--- config.mk ---
export PLATFORM = sky130hd
export DESIGN_NAME = marker_pose_to_velocity_command_unit
export DESIGN_NICKNAME = d
export VERILOG_FILES = /design/src/hdl/mpv_pkg.sv /design/src/hdl/marker_pose_to_velocity_command_unit.sv /design/src/hdl/mpv_ctrl.sv /design/src/hdl/mpv_datapath.sv
export VERILOG_INCLUDE_DIRS = /design/src /design/src/hdl
export SDC_FILE = /design/constraint.sdc
export NUM_CORES = 2
export LEC_CHECK = 0
export BUFFER_PORTS_ARGS = -buffer_cell sky130_fd_sc_hd__buf_2
export CORE_MARGIN = 2
export CORE_UTILIZATION = 40
export CTS_BUF_LIST = sky130_fd_sc_hd__clkbuf_8
export DETAILED_ROUTE_END_ITERATION = 8
export GPL_TIMING_DRIVEN = 0
export PLACE_DENSITY_LB_ADDON = 0.1
export SLEW_MARGIN = 20
export SYNTH_ARGS = -nofsm -noshare
export SYNTH_HDL_FRONTEND = slang
export SYNTH_HIERARCHICAL = 1
export SYNTH_SLANG_ARGS = --single-unit
--- constraint.sdc ---
create_clock -name clock -period 15.2 [get_ports clock]
set_clock_uncertainty 0.15 [all_clocks]
set_input_delay 0.76 -clock clock [delete_from_list [all_inputs] [get_ports clock]]
set_output_delay 0.76 -clock clock [all_outputs]
set_load 0.02 [all_outputs]
--- src/hdl/marker_pose_to_velocity_command_unit_defines.svh ---
// Assertion macros shared by the marker pose to velocity command unit
`ifndef MARKER_POSE_TO_VELOCITY_COMMAND_UNIT_DEFINES_SVH
`define MARKER_POSE_TO_VELOCITY_COMMAND_UNIT_DEFINES_SVH
`ifndef SYNTHESIS
`define MPV_ASSERT(lbl, clk, rst, prop, msg) \
   lbl: assert property (@(posedge clk) disable iff (rst) prop) else $error(msg);
`define MPV_ASSERT_ALWAYS(lbl, clk, prop, msg) \
   lbl: assert property (@(posedge clk) prop) else $error(msg);
`else
`define MPV_ASSERT(lbl, clk, rst, prop, msg)
`define MPV_ASSERT_ALWAYS(lbl, clk, prop, msg)
`endif
`endif

--- src/hdl/mpv_pkg.sv ---
// Shared types, constants and the arctangent table for the pose to velocity unit
`default_nettype none
package mpv_pkg;

   localparam int CNT_W        = 5;
   localparam int CORDIC_STEPS = 17;
   localparam int DIV_STEPS    = 13;
   localparam int ANG_W        = 20;
   localparam int QW           = 13;
   localparam int REL_W        = 14;

   localparam logic [QW-1:0]           Q12_ONE     = QW'(4096);
   localparam logic signed [ANG_W-1:0] HALF_PI_Q16 = ANG_W'(102944);

   localparam logic [2:0] REG_TIMEOUT     = 3'd0;
   localparam logic [2:0] REG_SPEED_SCALE = 3'd1;
   localparam logic [2:0] REG_MAX_ANGLE   = 3'd2;
   localparam logic [2:0] REG_MAX_LIN     = 3'd3;
   localparam logic [2:0] REG_MAX_ANGSTEP = 3'd4;

   localparam logic [31:0] TIMEOUT_RST     = 32'd5000;
   localparam logic [15:0] SPEED_SCALE_RST = 16'd256;
   localparam logic [12:0] MAX_ANGLE_RST   = 13'd1571;
   localparam logic [14:0] MAX_LIN_RST     = 15'd901;
   localparam logic [14:0] MAX_ANGSTEP_RST = 15'd11633;

   typedef enum logic [4:0] {
      ST_IDLE, ST_MISS, ST_SQX, ST_SQY, ST_SQSUM, ST_SQRT, ST_CORDIC, ST_DECIDE,
      ST_LMUL, ST_LDIVI, ST_LDIV, ST_AMUL, ST_ADIVI, ST_ADIV, ST_VLIN, ST_VANG,
      ST_EMIT
   } mpv_state_type;

   typedef struct packed {
      mpv_state_type    state;
      logic [CNT_W-1:0] cnt;
      logic             take;
   } mpv_ctl_type;

   typedef struct packed {
      logic ref_valid;
      logic out_free;
   } mpv_sts_type;

   // atan(2^-i) in Q16 radians
   function automatic logic signed [ANG_W-1:0] atan_entry(input logic [CNT_W-1:0] idx);
      logic signed [ANG_W-1:0] v;
      case (idx)
         5'd0:    v = ANG_W'(51472);
         5'd1:    v = ANG_W'(30386);
         5'd2:    v = ANG_W'(16055);
         5'd3:    v = ANG_W'(8150);
         5'd4:    v = ANG_W'(4091);
         5'd5:    v = ANG_W'(2047);
         5'd6:    v = ANG_W'(1024);
         5'd7:    v = ANG_W'(512);
         5'd8:    v = ANG_W'(256);
         5'd9:    v = ANG_W'(128);
         5'd10:   v = ANG_W'(64);
         5'd11:   v = ANG_W'(32);
         5'd12:   v = ANG_W'(16);
         5'd13:   v = ANG_W'(8);
         5'd14:   v = ANG_W'(4);
         5'd15:   v = ANG_W'(2);
         5'd16:   v = ANG_W'(1);
         default: v = '0;
      endcase
      return v;
   endfunction

endpackage
`default_nettype wire

--- src/hdl/marker_pose_to_velocity_command_unit.sv ---
// Top level of the marker pose to velocity command unit
//
//   channel  direction  handshake              payload
//   req      in         req_valid/req_ready    found, four corners, time_ms
//   rsp      out        rsp_valid/rsp_ready    linear/angular velocity, is_stop
//   csr      in         csr_valid/csr_ready    csr_index, csr_data
//
// A sighting runs on the shared datapath: one digit per cycle through the root,
// 17 CORDIC steps and two 13-step divisions.
// A first sighting ends after the CORDIC; a miss with a reference yields a stop command.
// Reset restores register defaults and drops the reference; no clearing pass.
// A held result stalls only the final transfer; req_ready is low while a frame is in work.
`default_nettype none
module marker_pose_to_velocity_command_unit #(
   parameter int COORD_BITS = 16,
   parameter int VEL_BITS   = 16
) (
   input  logic                       clock,
   input  logic                       reset,
   input  logic                       req_valid,
   output logic                       req_ready,
   input  logic                       req_found,
   input  logic [COORD_BITS-1:0]      req_corner0_x,
   input  logic [COORD_BITS-1:0]      req_corner0_y,
   input  logic [COORD_BITS-1:0]      req_corner1_x,
   input  logic [COORD_BITS-1:0]      req_corner1_y,
   input  logic [COORD_BITS-1:0]      req_corner2_x,
   input  logic [COORD_BITS-1:0]      req_corner2_y,
   input  logic [COORD_BITS-1:0]      req_corner3_x,
   input  logic [COORD_BITS-1:0]      req_corner3_y,
   input  logic [31:0]                req_time_ms,
   output logic                       rsp_valid,
   input  logic                       rsp_ready,
   output logic signed [VEL_BITS-1:0] rsp_linear_velocity,
   output logic signed [VEL_BITS-1:0] rsp_angular_velocity,
   output logic                       rsp_is_stop,
   input  logic                       csr_valid,
   output logic                       csr_ready,
   input  logic [2:0]                 csr_index,
   input  logic [31:0]                csr_data
);
   import mpv_pkg::*;

   mpv_ctl_type ctl;
   mpv_sts_type sts;
   logic        csr_we;

   assign csr_ready = 1'b1;
   assign csr_we    = csr_valid && csr_ready;

   mpv_ctrl #(
      .COORD_BITS (COORD_BITS)
   ) u_ctrl (
      .clock     (clock),
      .reset     (reset),
      .req_valid (req_valid),
      .req_found (req_found),
      .req_ready (req_ready),
      .sts       (sts),
      .ctl       (ctl)
   );

   mpv_datapath #(
      .COORD_BITS (COORD_BITS),
      .VEL_BITS   (VEL_BITS)
   ) u_datapath (
      .clock                (clock),
      .reset                (reset),
      .ctl                  (ctl),
      .sts                  (sts),
      .req_corner0_x        (req_corner0_x),
      .req_corner0_y        (req_corner0_y),
      .req_corner1_x        (req_corner1_x),
      .req_corner1_y        (req_corner1_y),
      .req_corner2_x        (req_corner2_x),
      .req_corner2_y        (req_corner2_y),
      .req_corner3_x        (req_corner3_x),
      .req_corner3_y        (req_corner3_y),
      .req_time_ms          (req_time_ms),
      .rsp_valid            (rsp_valid),
      .rsp_ready            (rsp_ready),
      .rsp_linear_velocity  (rsp_linear_velocity),
      .rsp_angular_velocity (rsp_angular_velocity),
      .rsp_is_stop          (rsp_is_stop),
      .csr_we               (csr_we),
      .csr_index            (csr_index),
      .csr_data             (csr_data)
   );

endmodule
`default_nettype wire

--- src/hdl/mpv_ctrl.sv ---
// Sequencer for the pose to velocity unit: steps the shared datapath through each frame
`default_nettype none
`include "marker_pose_to_velocity_command_unit_defines.svh"
module mpv_ctrl #(
   parameter int COORD_BITS = 16
) (
   input  logic                 clock,
   input  logic                 reset,
   input  logic                 req_valid,
   input  logic                 req_found,
   output logic                 req_ready,
   input  mpv_pkg::mpv_sts_type sts,
   output mpv_pkg::mpv_ctl_type ctl
);
   import mpv_pkg::*;

   localparam logic [CNT_W-1:0] SQRT_LAST   = CNT_W'(COORD_BITS + 6);
   localparam logic [CNT_W-1:0] CORDIC_LAST = CNT_W'(CORDIC_STEPS - 1);
   localparam logic [CNT_W-1:0] DIV_LAST    = CNT_W'(DIV_STEPS - 1);

   mpv_state_type    state_ff, state_in;
   logic [CNT_W-1:0] cnt_ff, cnt_in;
   logic             take;

   assign take = req_valid && (state_ff == ST_IDLE);

   always_comb begin
      state_in = state_ff;
      case (state_ff)
         ST_IDLE: begin
            if (take) begin
               if (req_found) state_in = ST_SQX;
               else if (sts.ref_valid) state_in = ST_MISS;
            end
         end
         ST_MISS:   if (sts.out_free) state_in = ST_IDLE;
         ST_SQX:    state_in = ST_SQY;
         ST_SQY:    state_in = ST_SQSUM;
         ST_SQSUM:  state_in = ST_SQRT;
         ST_SQRT:   if (cnt_ff == SQRT_LAST) state_in = ST_CORDIC;
         ST_CORDIC: if (cnt_ff == CORDIC_LAST) state_in = ST_DECIDE;
         ST_DECIDE: state_in = sts.ref_valid ? ST_LMUL : ST_IDLE;
         ST_LMUL:   state_in = ST_LDIVI;
         ST_LDIVI:  state_in = ST_LDIV;
         ST_LDIV:   if (cnt_ff == DIV_LAST) state_in = ST_AMUL;
         ST_AMUL:   state_in = ST_ADIVI;
         ST_ADIVI:  state_in = ST_ADIV;
         ST_ADIV:   if (cnt_ff == DIV_LAST) state_in = ST_VLIN;
         ST_VLIN:   state_in = ST_VANG;
         ST_VANG:   state_in = ST_EMIT;
         ST_EMIT:   if (sts.out_free) state_in = ST_IDLE;
         default:   state_in = ST_IDLE;
      endcase
   end

   // iteration count restarts on every state change
   assign cnt_in = (state_in != state_ff) ? '0 : cnt_ff + 1'b1;

   always_comb begin
      req_ready = (state_ff == ST_IDLE);
      ctl.state = state_ff;
      ctl.cnt   = cnt_ff;
      ctl.take  = take;
   end

   always_ff @(posedge clock) begin
      if (reset) begin
         state_ff <= ST_IDLE;
         cnt_ff   <= '0;
      end else begin
         state_ff <= state_in;
         cnt_ff   <= cnt_in;
      end
   end

   `MPV_ASSERT(a_found_starts, clock, reset, take && req_found |=> state_ff == ST_SQX, "found frame did not start the square stage")
   `MPV_ASSERT(a_sqrt_cnt, clock, reset, !(state_ff == ST_SQRT && cnt_ff > SQRT_LAST), "square root ran past its last digit")
   `MPV_ASSERT(a_miss_ref, clock, reset, state_ff == ST_MISS |-> sts.ref_valid, "stop command without a reference")

endmodule
`default_nettype wire

--- src/hdl/mpv_datapath.sv ---
// Shared datapath: multiplier, square root, CORDIC, divider, config and result registers
`default_nettype none
`include "marker_pose_to_velocity_command_unit_defines.svh"
module mpv_datapath #(
   parameter int COORD_BITS = 16,
   parameter int VEL_BITS   = 16
) (
   input  logic                        clock,
   input  logic                        reset,
   input  mpv_pkg::mpv_ctl_type        ctl,
   output mpv_pkg::mpv_sts_type        sts,
   input  logic [COORD_BITS-1:0]       req_corner0_x,
   input  logic [COORD_BITS-1:0]       req_corner0_y,
   input  logic [COORD_BITS-1:0]       req_corner1_x,
   input  logic [COORD_BITS-1:0]       req_corner1_y,
   input  logic [COORD_BITS-1:0]       req_corner2_x,
   input  logic [COORD_BITS-1:0]       req_corner2_y,
   input  logic [COORD_BITS-1:0]       req_corner3_x,
   input  logic [COORD_BITS-1:0]       req_corner3_y,
   input  logic [31:0]                 req_time_ms,
   output logic                        rsp_valid,
   input  logic                        rsp_ready,
   output logic signed [VEL_BITS-1:0]  rsp_linear_velocity,
   output logic signed [VEL_BITS-1:0]  rsp_angular_velocity,
   output logic                        rsp_is_stop,
   input  logic                        csr_we,
   input  logic [2:0]                  csr_index,
   input  logic [31:0]                 csr_data
);
   import mpv_pkg::*;

   localparam int VXW  = COORD_BITS + 3;
   localparam int RW   = VXW + 4;
   localparam int NW   = 2 * RW;
   localparam int MW   = (RW + 1 > 22) ? RW + 1 : 22;
   localparam int PW   = 2 * MW;
   localparam int XW   = VXW + 18;
   localparam int DENW = (RW > 13) ? RW : 13;
   localparam int DSW  = DENW + 13;
   localparam int DNW  = RW + 22;
   localparam int EW   = (VEL_BITS > 18) ? VEL_BITS : 18;
   localparam logic [63:0] VMAX64 = (64'd1 << (VEL_BITS - 1)) - 64'd1;
   localparam logic signed [EW-1:0] VMAX_E = EW'(VMAX64);
   localparam logic signed [EW-1:0] VMIN_E = -VMAX_E - EW'(1);

   // configuration
   logic [31:0] timeout_ff;
   logic [15:0] scale_ff;
   logic [12:0] maxang_ff;
   logic [14:0] maxlin_ff;
   logic [14:0] maxangstep_ff;

   // reference and frame
   logic                    ref_valid_ff;
   logic [RW-1:0]           ref_dist_ff;
   logic signed [ANG_W-1:0] ref_ang_ff;
   logic [31:0]             last_hit_ff;
   logic [31:0]             time_ff;
   logic signed [VXW-1:0]   vx_ff, vy_ff;
   logic                    zero_ff;

   // shared multiplier
   logic signed [MW-1:0] mul_a, mul_b;
   logic signed [PW-1:0] prod, mul_ff, acc_ff;

   // square root
   logic [NW-1:0]   n_ff;
   logic [RW+1:0]   rem_ff;
   logic [RW-1:0]   root_ff;
   logic [RW+3:0]   remx, trialx;
   logic            sq_ge;

   // CORDIC
   logic signed [XW-1:0]    x_ff, y_ff, xs, ys, xe, ye;
   logic signed [ANG_W-1:0] z_ff, ang_ff, tab;

   // divider
   logic [DNW-1:0]       dn_ff, su_mag, su_n;
   logic [DSW-1:0]       dsh_ff, su_dsh;
   logic [DENW-1:0]      su_den;
   logic [QW-1:0]        q_ff, qf;
   logic                 dzero_ff, dclamp_ff, dneg_ff, div_ge;
   logic [PW-1:0]        absprod;
   logic signed [PW-1:0] mr_full;
   logic [14:0]          mrad;
   logic signed [REL_W-1:0] rel_lin_ff, rel_ang_ff, relp;

   // angle difference
   logic signed [ANG_W:0] adiff;
   logic [ANG_W:0]        admag;

   // velocity rounding
   logic [PW-1:0]          vsum;
   logic [16:0]            vmag;
   logic signed [17:0]     vs;
   logic signed [EW-1:0]   ve, vsat;
   logic signed [VEL_BITS-1:0] lin_v_ff;

   // output register
   logic                       rsp_valid_ff, rsp_stop_ff, out_free;
   logic signed [VEL_BITS-1:0] rsp_lin_ff, rsp_ang_ff;

   logic signed [VXW-1:0] vx_new, vy_new;

   assign vx_new = VXW'(req_corner0_x) + VXW'({req_corner0_x, 1'b0}) - VXW'(req_corner1_x)
                 - VXW'(req_corner2_x) - VXW'(req_corner3_x);
   assign vy_new = VXW'(req_corner0_y) + VXW'({req_corner0_y, 1'b0}) - VXW'(req_corner1_y)
                 - VXW'(req_corner2_y) - VXW'(req_corner3_y);

   assign out_free = !rsp_valid_ff || rsp_ready;
   always_comb begin
      sts.ref_valid = ref_valid_ff;
      sts.out_free  = out_free;
   end

   // angle change against the reference, unwrapped
   assign adiff = (ANG_W+1)'(ang_ff) - (ANG_W+1)'(ref_ang_ff);
   assign admag = adiff[ANG_W] ? ANG_W'(0) - adiff : adiff;

   // multiplier operand select
   always_comb begin
      mul_a = '0;
      mul_b = '0;
      case (ctl.state)
         ST_SQX: begin
            mul_a = MW'(vx_ff);
            mul_b = MW'(vx_ff);
         end
         ST_SQY: begin
            mul_a = MW'(vy_ff);
            mul_b = MW'(vy_ff);
         end
         ST_LMUL: begin
            mul_a = MW'($signed({1'b0, root_ff}) - $signed({1'b0, ref_dist_ff}));
            mul_b = MW'($signed({1'b0, scale_ff}));
         end
         ST_AMUL: begin
            mul_a = MW'($signed({1'b0, admag}));
            mul_b = MW'(1000);
         end
         ST_VLIN: begin
            mul_a = MW'(rel_lin_ff);
            mul_b = MW'($signed({1'b0, maxlin_ff}));
         end
         ST_VANG: begin
            mul_a = MW'(rel_ang_ff);
            mul_b = MW'($signed({1'b0, maxangstep_ff}));
         end
         default: begin
            mul_a = '0;
            mul_b = '0;
         end
      endcase
   end
   assign prod = mul_a * mul_b;

   // one root digit per cycle
   assign remx   = {rem_ff, n_ff[NW-1 -: 2]};
   assign trialx = (RW+4)'({root_ff, 2'b01});
   assign sq_ge  = remx >= trialx;

   // CORDIC rotation
   assign xs  = x_ff >>> ctl.cnt;
   assign ys  = y_ff >>> ctl.cnt;
   assign tab = atan_entry(ctl.cnt);
   assign xe  = XW'(vx_ff) <<< 16;
   assign ye  = XW'(vy_ff) <<< 16;

   // divider setup
   assign absprod = mul_ff[PW-1] ? PW'(0) - mul_ff : mul_ff;
   assign mr_full = (mul_ff + PW'(32768)) >>> 16;
   assign mrad    = mr_full[14:0];
   always_comb begin
      if (ctl.state == ST_LDIVI) begin
         su_mag = DNW'(absprod) << 4;
         su_den = DENW'(ref_dist_ff);
      end else begin
         su_mag = DNW'(mrad) << 12;
         su_den = DENW'(maxang_ff);
      end
      su_n   = (su_mag << 1) + DNW'(su_den);
      su_dsh = DSW'(su_den) << 13;
   end
   assign div_ge = dn_ff >= DNW'(dsh_ff);
   assign qf     = dzero_ff ? '0 : (dclamp_ff ? Q12_ONE : q_ff);
   assign relp   = REL_W'(qf);

   // round to nearest, halves away from zero, then saturate
   assign vsum = (mul_ff[PW-1] ? PW'(0) - mul_ff : mul_ff) + PW'(2048);
   assign vmag = vsum[28:12];
   assign vs   = mul_ff[PW-1] ? 18'sd0 - $signed({1'b0, vmag}) : $signed({1'b0, vmag});
   assign ve   = EW'(vs);
   assign vsat = (ve > VMAX_E) ? VMAX_E : ((ve < VMIN_E) ? VMIN_E : ve);

   always_ff @(posedge clock) begin
      if (reset) begin
         timeout_ff    <= TIMEOUT_RST;
         scale_ff      <= SPEED_SCALE_RST;
         maxang_ff     <= MAX_ANGLE_RST;
         maxlin_ff     <= MAX_LIN_RST;
         maxangstep_ff <= MAX_ANGSTEP_RST;
         ref_valid_ff  <= 1'b0;
         rsp_valid_ff  <= 1'b0;
      end else begin
         if (csr_we) begin
            case (csr_index)
               REG_TIMEOUT:     timeout_ff    <= csr_data;
               REG_SPEED_SCALE: scale_ff      <= csr_data[15:0];
               REG_MAX_ANGLE:   maxang_ff     <= csr_data[12:0];
               REG_MAX_LIN:     maxlin_ff     <= csr_data[14:0];
               REG_MAX_ANGSTEP: maxangstep_ff <= csr_data[14:0];
               default: ;
            endcase
         end
         if ((ctl.state == ST_MISS || ctl.state == ST_EMIT) && out_free) begin
            rsp_valid_ff <= 1'b1;
         end else if (rsp_ready) begin
            rsp_valid_ff <= 1'b0;
         end
         if (ctl.state == ST_MISS && out_free && (time_ff - last_hit_ff) > timeout_ff) begin
            ref_valid_ff <= 1'b0;
         end else if (ctl.state == ST_DECIDE) begin
            ref_valid_ff <= 1'b1;
         end
      end
   end

   always_ff @(posedge clock) begin
      case (ctl.state)
         ST_IDLE: begin
            if (ctl.take) begin
               time_ff <= req_time_ms;
               vx_ff   <= vx_new;
               vy_ff   <= vy_new;
               zero_ff <= (vx_new == '0) && (vy_new == '0);
            end
         end
         ST_MISS: begin
            if (out_free) begin
               rsp_lin_ff  <= '0;
               rsp_ang_ff  <= '0;
               rsp_stop_ff <= 1'b1;
            end
         end
         ST_SQX: mul_ff <= prod;
         ST_SQY: begin
            acc_ff <= mul_ff;
            mul_ff <= prod;
         end
         ST_SQSUM: begin
            n_ff    <= NW'(acc_ff + mul_ff) << 8;
            rem_ff  <= '0;
            root_ff <= '0;
            if (vx_ff < 0) begin
               if (vy_ff >= 0) begin
                  x_ff <= ye;
                  y_ff <= -xe;
                  z_ff <= HALF_PI_Q16;
               end else begin
                  x_ff <= -ye;
                  y_ff <= xe;
                  z_ff <= -HALF_PI_Q16;
               end
            end else begin
               x_ff <= xe;
               y_ff <= ye;
               z_ff <= '0;
            end
         end
         ST_SQRT: begin
            n_ff    <= n_ff << 2;
            rem_ff  <= sq_ge ? (RW+2)'(remx - trialx) : (RW+2)'(remx);
            root_ff <= {root_ff[RW-2:0], sq_ge};
         end
         ST_CORDIC: begin
            if (y_ff > 0) begin
               x_ff <= x_ff + ys;
               y_ff <= y_ff - xs;
               z_ff <= z_ff + tab;
            end else begin
               x_ff <= x_ff - ys;
               y_ff <= y_ff + xs;
               z_ff <= z_ff - tab;
            end
         end
         ST_DECIDE: begin
            ang_ff      <= zero_ff ? '0 : z_ff;
            last_hit_ff <= time_ff;
            if (!ref_valid_ff) begin
               ref_dist_ff <= root_ff;
               ref_ang_ff  <= zero_ff ? '0 : z_ff;
            end
         end
         ST_LMUL: mul_ff <= prod;
         ST_LDIVI, ST_ADIVI: begin
            if (ctl.state == ST_LDIVI) dneg_ff <= mul_ff[PW-1];
            dn_ff     <= su_n;
            dsh_ff    <= su_dsh;
            q_ff      <= '0;
            dzero_ff  <= (su_mag == '0);
            dclamp_ff <= (su_den == '0) || (su_mag >= (DNW'(su_den) << 12));
         end
         ST_LDIV, ST_ADIV: begin
            if (div_ge) dn_ff <= dn_ff - DNW'(dsh_ff);
            q_ff   <= {q_ff[QW-2:0], div_ge};
            dsh_ff <= dsh_ff >> 1;
         end
         ST_AMUL: begin
            // speed command is the negated ratio
            rel_lin_ff <= dneg_ff ? relp : -relp;
            dneg_ff    <= adiff[ANG_W];
            mul_ff     <= prod;
         end
         ST_VLIN: begin
            rel_ang_ff <= dneg_ff ? -relp : relp;
            mul_ff     <= prod;
         end
         ST_VANG: begin
            lin_v_ff <= vsat[VEL_BITS-1:0];
            mul_ff   <= prod;
         end
         ST_EMIT: begin
            if (out_free) begin
               rsp_lin_ff  <= lin_v_ff;
               rsp_ang_ff  <= vsat[VEL_BITS-1:0];
               rsp_stop_ff <= 1'b0;
            end
         end
         default: ;
      endcase
   end

   assign rsp_valid            = rsp_valid_ff;
   assign rsp_linear_velocity  = rsp_lin_ff;
   assign rsp_angular_velocity = rsp_ang_ff;
   assign rsp_is_stop          = rsp_stop_ff;

   `MPV_ASSERT(a_stop_zero, clock, reset, rsp_valid_ff && rsp_stop_ff |-> rsp_lin_ff == 0 && rsp_ang_ff == 0, "stop command with nonzero velocity")
   `MPV_ASSERT(a_ref_drop, clock, reset, $fell(ref_valid_ff) |-> $past(ctl.state) == ST_MISS, "reference dropped outside a miss")
   `MPV_ASSERT(a_ref_set, clock, reset, ctl.state == ST_DECIDE && !ref_valid_ff |=> ref_valid_ff, "first sighting did not store a reference")

endmodule
`default_nettype wire

After elaboration in Yosys (flattened, before gate mapping). Memories as Yosys holds them, arrays and structs flattened. A register that Yosys moved wholly into a read port is not among the register bits. Cells that the tools add are included.

Add/sub/neg operators: 30. Order comparisons: 9. $mul: 1. Shift operators: 2. Bitwise gates (word level): 1. Mux-type cells: 57. Equal/unequal tests: 28. Reductions and logical operators: 37.

Operator list (count): 24-bit case mux with 6 select lines (2); 37-bit 2-to-1 mux (6); 37-bit case mux with 2 select lines (2); 19-bit by 16-bit subtractor with 19-bit output (6); 46-bit case mux with 2 select lines (1); 45-bit 2-to-1 mux (2); 45-bit case mux with 2 select lines (1); 16-bit 2-to-1 mux (5); 20-bit 2-to-1 mux (4); 5-bit case mux with 16 select lines (1); 37-bit adder (2); 35-bit negation with 37-bit output (2); 37-bit by 5-bit >>> shifter with 37-bit output (2); 37-bit subtractor (2); 36-bit case mux with 2 select lines (1); 16-bit case mux with 2 select lines (2); 13-bit 2-to-1 mux (4); 25-bit case mux with 2 select lines (1); 24-bit by 24-bit multiplier with 48-bit output (1); 23-bit case mux with 2 select lines (1); 45-bit by 23-bit adder with 45-bit output (1); 5-bit by 4-bit == test with 1-bit output (second input constant) (9); 45-bit by 35-bit greater-or-equal comparator with 1-bit output (1); 45-bit by 36-bit greater-or-equal comparator with 1-bit output (1); other kinds (58) (105).

Logic and storage cells: 205. Memories: 1. Bits of input ports: 201. Bits in read-only memories: 512. Register bits: 717.

Memories: (no name shown) (words 32, width 16, rd ports 1, clocked after memory_dff 1, write ports 0, line mpv_pkg.sv:47) `case (idx)`.

Depth between registers and ports, before layout.
Word-level depth: 10. Depth in mapped cells: 43.

By module. Netlist, hierarchy kept.

Modules (own cells, without submodules): mpv_datapath (instances 1, area each 76435.8 um^2, cells each 8332); mpv_ctrl (instances 1, area each 783.3 um^2, cells each 89); marker_pose_to_velocity_command_unit (instances 1, area each 11.3 um^2, cells each 2).

Least setup slack after synthesis. Ideal clock, no wire load.

Kind: register -> register. Start point: reg u_datapath.ref_ang_ff[0]. End point: reg u_datapath.mul_ff[39] (data pin). Stages on the path, launching flop included: 39. Required time: 14.793 ns. Slack: 4.567 ns. Clock period less this slack: 10.633 ns. Data arrival time: 10.226 ns. Cells stage by stage: edfxtp_1 > ha_1 > fa_1 > nand2b_1 > o2bb2ai_1 > a2111o_1 > a21oi_1 > nor4_1 > a2111oi_0 > nand4b_1 > o21ai_1 > xor2_1 > nor2_1 > or2_2 > clkbuf_1 > clkbuf_1 > nand2_1 > fa_1 > [3 not listed] > fa_1 > fa_1 > inv_1 > fa_1 > inv_1 > fa_1 > fa_1 > inv_1 > ha_1 > and3_1 > a311o_1 > a21oi_1 > a211oi_1 > o41a_1 > a221o_1 > a21o_1 > a21o_1 > xor2_1.

Cells in the longest elaborated chain, start to end: 5.

RTL lines: start: declaration (line mpv_datapath.sv:56) `logic signed [ANG_W-1:0] ref_ang_ff;`; start signal: assignment (line mpv_datapath.sv:291) `ref_ang_ff <= zero_ff ? '0 : z_ff;`; 20-bit by 20-bit subtractor with 21-bit output * (line mpv_datapath.sv:117) `assign adiff = (ANG_W+1)'(ang_ff) - (ANG_W+1)'(ref_ang_ff);`; 1-bit by 21-bit subtractor with 21-bit output (line mpv_datapath.sv:118) `assign admag = adiff[ANG_W] ? ANG_W'(0) - adiff : adiff;`; 21-bit 2-to-1 mux * (line mpv_datapath.sv:118); 24-bit case mux with 6 select lines * (line mpv_datapath.sv:124) `case (ctl.state)`; 24-bit by 24-bit multiplier with 48-bit output * (line mpv_datapath.sv:155) `assign prod = mul_a * mul_b;`; via u_datapath.prod[39] (line mpv_datapath.sv:64) `logic signed [PW-1:0] prod, mul_ff, acc_ff;`; end signal: assignment (line mpv_datapath.sv:245) `ST_SQX: mul_ff <= prod;`; end signal: assignment (line mpv_datapath.sv:248) `mul_ff <= prod;`; end signal: assignment (line mpv_datapath.sv:294) `ST_LMUL: mul_ff <= prod;`; end: declaration (line mpv_datapath.sv:64).

Mark *: on every way through the listed nets, which the timed path passes. The rest lies on a longest branch. A chain may end at the register's enable or synchronous reset.

Final worst setup path.
Start point: reg u_datapath.ref_ang_ff[0]. End point: reg u_datapath.mul_ff[47] (data pin).

The elaborated chain is that of the path after synthesis.

==> results.yml <==
die:
  die_x_um: 443.4
  core_sq_um: 192200
  io_pins: 237
  die_h_um: 443.4
  start_util: 0.4019
  die-area_sq_um: 196600
  num_rows: 161
timing:
  hold_viol_final: 0
  min_period_ns: 14.34
  relSlewSlack: 0.1666
  worst_pin_slew_ns: 1.246
  worst_slack_ns: 0.8602
  setup_violations: 0
  slew_violations: 0
  max_freq_mhz: 69.74
  tns_ns: 0
  hold-worst-slack_ns: 0.1676
  rsz0062_at_grt: "no"
  fin_crit_sh: 0.9434
power_and_ir_drop:
  power_density_nw_per_um2: 87.33
  peakVddDrop_mv: 0.07543
  p_leak_nw: 36.91
  power_mw: 7.472
placed_design:
  dpl_cell_area_sq_um: 82240
  dpl.cell_count: 11213
  place_ws_ns: 1.077
  gp_congestion: 0.9631
  io_buffers: 235
  dpl.hpwl_um: 223700
final_layout:
  final_cell_area_sq_um: 85560
  final_cells: 11528
  area_growth_pct: 10.78
  nets: 10311
  final_util: 0.4452
  layout-drive-gt1-share: 0.08148
critical_path:
  cpMaxStageDelayCell: "xnor2_1"
  crit_type: "reg2reg"
  cp_num_buf_inv: 6
  start_kind: "flop"
  arrival_ns: 14.73
  cp_top_family: "compound AO/OA/AOI/OAI gates"
  worstPathMaxFanout: 10
  end_kind: "flop"
  slowest_delay_ns: 0.86
  crit_top_cell: "fa_1"
  critPathRequiredTime_ns: 15.59
logic_synthesis:
  synthArstFlopShare: 0
  syn_inst: 8423
  yosysWarningCount: 6
  synth_area_sq_um: 77230
  ys_types: 103
  synth_common_cells: "inv_1 (1129), nand2_1 (926), fa_1 (679)"
  synth-main-ff-cell: "edfxtp_1"
  avgSynthCellArea_sq_um: 9.169
  yosysTopAreaCell: "edfxtp_1"
  ys_seq_area_frac: 0.2600
  synth_most_common_cell: "inv_1"
  yosys-top-cells-area: "edfxtp_1 (23%), fa_1 (18%), ha_1 (8.8%)"
  synth_nets: 9844
  synth-seq-cells: 703
  synth_edf_count: 600
  synth_top_area_share: 0.2333
global_route:
  antenna_found_initial: 15
  grt_start_max_net_pins: 40
  grt_pass1_wl_um: 409600
  track_usage: 0.2762
  grt_pass1_vias: 64050
  grt.overflow.total: 0
clocking:
  cts_sinks: 703
  cts_root_buf: "clkbuf_8"
  cts_tree: "done"
  htreeDepth: 4
  path_clk_slew_ns: 0.06
  numCtsBuffers: 137
  worstSkewPairLatency_ns: 0.91
  clk_path_buf_depth: 3
route:
  vias: 64569
  drtAntennaViolNets: 0
  viasPerCell: 5.601
  wire_per_inst_um: 23.68
  drtIter0Drc: 5799
  top_layer_used: "met5"
  dr_wl_met2_um: 120000
  dr.pass1.iters: 7
  drt_wl_total_um: 273000
  drcViolationCount: 0
  wl_met3_um: 19250
  drt-met1-wl_um: 125400
min_path:
  hold_class: "in2reg"
status:
  status: "finished clean"
flow_run:
  cap_violations: 0
-- layout make-up --
type | instances | area (sq um)
clock buffer | 149 | 2051
inverter | 1135 | 4260
antenna | 6 | 15.01
tap | 2526 | 3161
fill | 19157 | 106600
timing repair buffer | 328 | 2315
sequential | 703 | 20080
multi-input combinational | 6241 | 51720
clock inverter | 96 | 594.3
buffer | 344 | 1366
-- placed cells by master (no fill, tap or decap), types with 48 or more instances in the layout --
cell,Yosys,routed
dlygate4sd3_1,0,64
clkbuf_8,0,149
buf_2,13,249
nor4_1,48,48
o21ai_0,392,390
mux4_2,97,97
nand3_1,136,136
inv_1,1129,1168
nand2b_1,93,93
dfxtp_1,103,103
clkbuf_1,279,273
a21oi_1,527,527
o31ai_1,50,49
o211ai_1,73,73
and3_1,68,66
nand2_1,926,926
or3_1,50,50
xor2_1,247,247
nor3_1,136,134
xnor2_1,307,307
fa_1,679,679
a31oi_1,62,61
nor2b_1,89,89
ha_1,541,540
mux2i_1,95,83
nand4_1,60,60
o21a_1,65,65
edfxtp_1,600,600
nor2_1,615,610
a21o_1,195,195
and2_1,105,105
-- power breakdown --
| part | leakage, nW | internal (mW) | switching (mW) |
|---|---|---|---|
| Combinational | 29.1 | 1.17 | 1.97 |
| Sequential | 6.27 | 2.27 | 0.160 |
| Clock | 1.51 | 0.995 | 0.902 |
-- path summary, 6_finish.rpt --
| check | from | endpoint | slack (ns) | cells after the start |
|---|---|---|---|---|
| worst min register to register | u_datapath/time_ff[0] | u_datapath/last_hit_ff[0] | 0.30 | 0 |
| worst max-delay path | u_datapath/ref_ang_ff[0] | u_datapath/mul_ff[47] | 0.86 | 39 |
| worst max register to register | u_datapath/ref_ang_ff[0] | u_datapath/mul_ff[47] | 0.86 | 39 |
| worst min-delay path | reset | u_ctrl/state_ff[0] | 0.17 | 2 |
-- registers in the layout, summed over array words and instances (netlist names), 25 cells and up --
name / count
u_datapath/time_ff: 32
u_datapath/dsh_ff: 36
u_datapath/acc_ff: 38
u_datapath/rem_ff: 25
u_datapath/dn_ff: 45
u_datapath/mul_ff: 42
u_datapath/y_ff: 37
u_datapath/x_ff: 37
u_datapath/timeout_ff: 32
u_datapath/n_ff: 38
u_datapath/last_hit_ff: 32
-- cell families after synthesis --
family | Yosys count | synth area share
DFF | 703 | 0.2600
xor gates and xnor gates | 554 | 0.06283
and+or+nand+nor | 2494 | 0.1512
AOI/OAI and AO/OA | 1753 | 0.1450
muxes | 218 | 0.04439
buffers and inverters | 1479 | 0.07274
adders and majority gates | 1221 | 0.2638
other | 1 | 0.00004856
-- layer usage --
layer	track usage	up-vias
met5	0	-
met4	0.08148	14
met3	0.04410	357
met2	0.4266	2252
met1	0.3976	32134
li1	-	29812
-- what timing repair did --
item | CTS | global route
hold buffers | 64 | 0
buffers inserted | 0 | 0
endpoints found under the hold margin | 103 | 0
gates resized for setup | 0 | 0
No activity file was read; power rests on OpenSTA's default activity.
